==> src/rtl/core/wlbt_pkg.sv <==
// ----------------------------------------------------------------------------
// wlbt_pkg
// types, codes and the control store of the wear leveling block table
// ----------------------------------------------------------------------------
package wlbt_pkg;

    localparam int IDX_PORT_W = 8;
    localparam int WEAR_W     = 32;
    localparam int FOUND_W    = 8;
    localparam int FTOT_W     = 9;
    // wide enough for any index or count at the largest table size
    localparam int EXT_W      = 14;
    localparam int UPC_W      = 4;

    localparam logic [WEAR_W-1:0] WEAR_MAX = '1;

    typedef enum logic [2:0] {
        OP_ALLOC,
        OP_FREE,
        OP_SET_STATE,
        OP_SET_WEAR,
        OP_READ,
        OP_FIND_MIN,
        OP_FIND_MAX,
        OP_COUNT_FREE
    } op_t;

    typedef enum logic [1:0] {
        BS_FREE,
        BS_USED,
        BS_DIRTY,
        BS_BAD
    } blk_state_t;

    typedef enum logic [1:0] {
        ST_OK,
        ST_INVALID,
        ST_NONE
    } status_t;

    typedef logic [UPC_W-1:0] upc_t;

    // control store addresses
    localparam upc_t U_CLEAR     = 4'd0;
    localparam upc_t U_IDLE      = 4'd1;
    localparam upc_t U_SCAN_INIT = 4'd2;
    localparam upc_t U_SCAN      = 4'd3;
    localparam upc_t U_DRAIN     = 4'd4;
    localparam upc_t U_ALLOC_WR  = 4'd5;
    localparam upc_t U_EMIT      = 4'd6;
    localparam upc_t U_RETURN    = 4'd7;
    localparam upc_t U_ACCESS    = 4'd8;
    localparam upc_t U_CAPTURE   = 4'd9;

    // jump condition: taken goes to target, not taken goes to the next step
    typedef enum logic [2:0] {
        JC_NEXT,
        JC_ALWAYS,
        JC_NOT_LAST,
        JC_DISPATCH,
        JC_OUT_BUSY,
        JC_NOT_READ
    } jc_t;

    typedef struct packed {
        logic clr_we;
        logic accept;
        logic scan_init;
        logic rd_issue;
        logic addr_inc;
        logic idx_access;
        logic capture;
        logic alloc_wr;
        logic emit;
        jc_t  jc;
        upc_t target;
    } ctrl_t;

    typedef struct packed {
        logic req_valid;
        op_t  op_in;
        logic last;
        logic out_busy;
        logic not_read;
    } flags_t;

    typedef struct packed {
        status_t             status;
        logic [FOUND_W-1:0]  found;
        logic [1:0]          est;
        logic [WEAR_W-1:0]   ewear;
        logic [FTOT_W-1:0]   ftot;
    } result_t;

    function automatic ctrl_t ucode_rom(input upc_t upc);
        ctrl_t w;
        w        = '0;
        w.jc     = JC_ALWAYS;
        w.target = U_IDLE;
        case (upc)
            U_CLEAR:
            begin
                w.clr_we   = 1'b1;
                w.addr_inc = 1'b1;
                w.jc       = JC_NOT_LAST;
                w.target   = U_CLEAR;
            end
            U_IDLE:
            begin
                w.accept = 1'b1;
                w.jc     = JC_DISPATCH;
                w.target = U_IDLE;
            end
            U_SCAN_INIT:
            begin
                w.scan_init = 1'b1;
                w.jc        = JC_NEXT;
            end
            U_SCAN:
            begin
                w.rd_issue = 1'b1;
                w.addr_inc = 1'b1;
                w.jc       = JC_NOT_LAST;
                w.target   = U_SCAN;
            end
            U_DRAIN:
            begin
                w.jc = JC_NEXT;
            end
            U_ALLOC_WR:
            begin
                w.alloc_wr = 1'b1;
                w.jc       = JC_NEXT;
            end
            U_EMIT:
            begin
                w.emit   = 1'b1;
                w.jc     = JC_OUT_BUSY;
                w.target = U_EMIT;
            end
            U_RETURN:
            begin
                w.jc     = JC_ALWAYS;
                w.target = U_IDLE;
            end
            U_ACCESS:
            begin
                w.idx_access = 1'b1;
                w.jc         = JC_NOT_READ;
                w.target     = U_EMIT;
            end
            U_CAPTURE:
            begin
                w.capture = 1'b1;
                w.jc      = JC_ALWAYS;
                w.target  = U_EMIT;
            end
            default:
            begin
                w.jc     = JC_ALWAYS;
                w.target = U_IDLE;
            end
        endcase
        return w;
    endfunction

endpackage

==> src/rtl/core/wlbt_seq.sv <==
// ----------------------------------------------------------------------------
// wlbt_seq
// microcode sequencer: step counter, control store and jump logic
// ----------------------------------------------------------------------------
module wlbt_seq (
    input  logic            clk,
    input  logic            rst_n,
    input  wlbt_pkg::flags_t flags,
    output wlbt_pkg::ctrl_t  ctrl
);

    import wlbt_pkg::*;

    upc_t upc_reg;
    upc_t upc_next;
    upc_t upc_inc;
    logic is_scan_op;

    assign ctrl    = ucode_rom(upc_reg);
    assign upc_inc = upc_reg + upc_t'(1);

    always_comb
    begin
        is_scan_op = flags.op_in inside {OP_ALLOC, OP_FIND_MIN, OP_FIND_MAX, OP_COUNT_FREE};
    end

    always_comb
    begin
        case (ctrl.jc)
            JC_NEXT:     upc_next = upc_inc;
            JC_ALWAYS:   upc_next = ctrl.target;
            JC_NOT_LAST: upc_next = flags.last ? upc_inc : ctrl.target;
            JC_DISPATCH:
            begin
                if (flags.req_valid)
                begin
                    upc_next = is_scan_op ? U_SCAN_INIT : U_ACCESS;
                end
                else
                begin
                    upc_next = ctrl.target;
                end
            end
            JC_OUT_BUSY: upc_next = flags.out_busy ? ctrl.target : upc_inc;
            JC_NOT_READ: upc_next = flags.not_read ? ctrl.target : upc_inc;
            default:     upc_next = U_IDLE;
        endcase
    end

    always_ff @(posedge clk or negedge rst_n)
    begin
        if (!rst_n)
        begin
            upc_reg <= U_CLEAR;
        end
        else
        begin
            upc_reg <= upc_next;
        end
    end

endmodule

==> config.mk <==
export PLATFORM = sky130hd
export DESIGN_NAME = wlbt_seq
export DESIGN_NICKNAME = d
export VERILOG_FILES = /design/src/rtl/core/wlbt_pkg.sv /design/src/rtl/core/wlbt_seq.sv
export SDC_FILE = /design/constraint.sdc
export NUM_CORES = 1
export LEC_CHECK = 0
export BUFFER_PORTS_ARGS = -buffer_cell sky130_fd_sc_hd__buf_2
export CAP_MARGIN = 20
export CORE_AREA = 2 2 43 45
export CTS_CLUSTER_DIAMETER = 150
export DETAILED_ROUTE_END_ITERATION = 16
export DIE_AREA = 0 0 45 47
export SYNTH_ARGS = -nofsm -noshare
export SYNTH_HDL_FRONTEND = slang
export SYNTH_SLANG_ARGS = --single-unit
==> constraint.sdc <==
create_clock -name clk -period 5.1 [get_ports clk]
set_input_delay 1.02 -clock clk [delete_from_list [all_inputs] [get_ports clk]]
set_output_delay 1.02 -clock clk [all_outputs]
set_load 0.02 [all_outputs]
# --- Yosys cells after proc, flatten, opt, wreduce, memory -nomap -nowiden ---
# Cells that the tools add are included.
word_totals:
  elab_cells: 42
  output_inout_bits: 16
  inputBits: 9
  reg_bits: 4
classes:
  reduce_logical: 7
  add_sub_neg: 1
  mux: 17
  eq_ne: 16
ops:
  columns: ["operator", "n"]
  rows:
  - ["$pmux 4 s6", 1]
  - ["$mux 4", 5]
  - ["$eq 3x3->1 const B", 5]
  - ["$pmux 3 s5", 1]
  - ["$eq 4x3->1 const B", 3]
  - ["$mux 1", 9]
  - ["$pmux 3 s3", 1]
  - ["$eq 4x2->1 const B", 2]
  - ["$eq 4x4->1 const B", 2]
  - ["$eq 3x2->1 const B", 2]
  - ["$logic_not 3->1", 2]
  - ["$reduce_or 3->1", 2]
  - ["$add 4x1->4 const B", 1]
  - ["$eq 4x1->1 const B", 1]
  - ["$logic_not 4->1", 1]
  - ["$reduce_bool 4->1", 1]
  - ["$eq 3x1->1 const B", 1]
  - ["$reduce_or 2->1", 1]

# --- Longest topological paths before layout ---
logic_depth:
  depth_word: 5
  ltp_mapped: 8
  depth_no_buf: 7

# --- Worst setup path after synthesis ---
# OpenSTA, ideal clock, no wires.
synth_timing:
  path_kind: "reg2out"
  from: "reg upc_reg[1]"
  to: "out ctrl[5] (netlist name)"
  arrival_time_ns: 1.728
  slack_ns: 2.352
  path_buffers: 0
  required_ns: 4.080
  path_stages_with_launch: 6
  path_cell_list: "dfrtp_1 inv_1 ha_1 inv_1 nor3_1 or3_1"
synth_rtl:
  columns: ["element", "line_no", "source"]
  rows:
  - ["from (decl)", "wlbt_seq.sv:14", "upc_t upc_reg;"]
  - ["from (signal assigned)", "wlbt_seq.sv:58", "upc_reg <= upc_next;"]
  - ["to (decl)", "wlbt_seq.sv:9", "output wlbt_pkg::ctrl_t ctrl"]

==> results.cfg <==
[outcome]
outcome = completed

[pwr]
finalPower_mw = 0.540
p_per_area_nw_per_um2 = 722
peakVddDrop_uv = 326
p_leak_nw = 0.394

[clock_tree]
clock_latency_ns = 0.23
clk_pin_slew_ns = 0.04
root_buffer = clkbuf_4
clock-sinks = 4
cts.repair.resized = 0
postCtsSetupBuffers = 0
h-tree-depth = 1
cts-buffers-inserted = 3
cts_buffer_depth = 2
cts_tree = done
hold_buffers = 0

[die]
core_area_sq_um = 1650
die_x_microns = 45
boundaryPins = 25
start_util_pct = 37.5
die_h_microns = 47
die_area_sq_um = 2120
rows = 15

[route]
drt.antenna.violating_nets = 0
drc = 0
firstDrtPassIters = 4
drt-initial-drc-count = 52
routed_wl_mm = 1.60
wl_per_cell_microns = 12.7
num_vias = 722
viasPerCell = 5.73

[global_routing]
grt_first_pass_wirelength_mm = 2.61
overflow = 0
antenna_found_initial = 0
grt_usage_pct = 17.0
grt_max_degree = 16
grt_pass1_vias = 621

[worst_setup_path]
worst_ep_required_time_ns = 4.08
slowest_delay_ns = 0.40
crit_path_start_kind = flop
critical_path.slowest_cell = dfrtp_1
worstPathCellList = inv_1, ha_1, nor2_1, a32oi_1, nand3_1, buf_2
crit_path_end_kind = output port
crit_buf_inv = 2
cp_max_fo = 9
cp_top_family = flip-flops
path_class = reg -> out
cp.arrival_ns = 1.82

[finish]
antenna_cells = 0
layout-drive-gt1-share_pct = 29.4
fillers = 175
nets = 124
largest_reg_flops = 4
synthToLayoutAreaGrowth_pct = 20.8
fin_util_pct = 45.3

[timing]
hold_violations = 0
finClkSkew_ns = 0.00130
setup_viol = 0
fin_crit_ns = 2.84
final.setup.tns_ns = 0
fin_crit_sh_pct = 55.8
rsz0062_at_grt = no
fmax_mhz = 352
final-max-slew-violation-count = 0

[yosys]
avgSynthCellArea_sq_um = 7.04
seq_area_frac_synth_pct = 16.2
yosys_warnings = 0
synth_flop_cell = dfrtp_1
netlist_area_sq_um = 619
synth_fp_nets = 101
yosysTopAreaCellShare_pct = 16.2
ys_top_cells_by_area = dfrtp_1 (16%), ha_1 (8.1%), nor2_1 (7.3%)
yosys.area.top_type = dfrtp_1
async_flop_share_pct = 100
synthCells = 88
synthDistinctLibCells = 36
synth-edff-count = 0
ys_seq_elements = 4

[min_path]
hold_class = reg -> reg

[placement]
port-buffer-count = 23
gp_congestion = 0.845
hpwl_mm = 1.28

[run]
drv_cap = 0
[placed cells by master (no fill, tap or decap), types with 2 or more instances in the layout]
cell type / n
buf_2: 23
nor2_1: 12
inv_1: 10
nor3_1: 5
o21ai_1: 5
nand3_1: 4
ha_1: 4
dfrtp_1: 4
nand2b_1: 3
o22ai_1: 3
a21oi_1: 3
clkbuf_4: 3
a32oi_1: 2
or3_1: 2
nand2_1: 2
xnor2_1: 2
o21ai_0: 2
a211oi_1: 2
[report_power, final]
group / internal (mW) / leakage (nW) / total (mW) / switching, mW
Clock: 0.0263 / 0.0138 / 0.0385 / 0.0122
Sequential: 0.0452 / 0.0514 / 0.0692 / 0.0240
Combinational: 0.160 / 0.329 / 0.433 / 0.272
Total: 0.232 / 0.394 / 0.540 / 0.308
[Yosys cell counts (2+ instances only)]
cell type and count:
nor2_1 12, inv_1 10, nor3_1 5, o21ai_1 5, dfrtp_1 4, ha_1 4, nand3_1 4, a21oi_1 3
buf_2 3, nand2b_1 3, o22ai_1 3, a211oi_1 2, a32oi_1 2, buf_4 2, nand2_1 2, o21ai_0 2
or3_1 2, xnor2_1 2
[layer usage]
metal | up-vias | GRT usage (%) | part of all wire [%]
li1 | 356 | - | -
met2 | 36 | 27.7 | 49
met4 | 0 | 11.2 | 1.3
met5 | - | 0 | 0
met3 | 2 | 2.31 | 6.9
met1 | 328 | 21.2 | 42
[through the flow]
step | area (sq um) | hold slack [ns] | instances | worst slack [ns]
3_3_place_gp | 726 | 0.501 | 123 | 2.54
3_5_place_dp | 726 | 0.525 | 123 | 2.51
5_1_grt | 748 | 0.554 | 126 | 2.11
4_1_cts | 748 | 0.530 | 126 | 2.26
2_1_floorplan | 619 | 0.479 | 88 | 2.35
6_report | 748 | 0.530 | 126 | 2.26
[final cells by class]
class                      instances  area, sq um  area share [%]
inverter                          11         41.3            5.52
sequential                         4          100            13.4
timing repair buffer              23          115            15.4
tap                               17         21.3            2.84
clock buffer                       3         22.5            3.01
multi-input combinational         68          448            59.9
[worst paths after layout]
kind	end	slack, ns	from	cells after the start
setup reg to reg	upc_reg[1]	3.22	upc_reg[0]	7
setup / recovery	ctrl[4]	2.26	upc_reg[0]	6
min in group asynchronous	upc_reg[2]	0.58	rst_n	1
max in group asynchronous	upc_reg[3]	4.40	rst_n	1
hold / removal	upc_reg[0]	0.53	upc_reg[0]	1
hold reg to reg	upc_reg[0]	0.53	upc_reg[0]	1
[cells by family (layout without fill, tap and decap cells)]
| group | count (synthesis) | in the layout | synth area share (%) |
|---|---|---|---|
| AO/OA/AOI/OAI | 26 | 26 | 28.5 |
| XOR/XNOR | 2 | 2 | 2.83 |
| adder cells (fa/ha/maj) | 4 | 4 | 8.08 |
| buffers and inverters | 16 | 37 | 11.5 |
| flip-flops | 4 | 4 | 16.2 |
| multiplexers | 2 | 2 | 4.04 |
| other | 1 | 1 | 0.605 |
| AND/OR/NAND/NOR | 33 | 33 | 28.3 |
(Power assumes the default switching activity.)
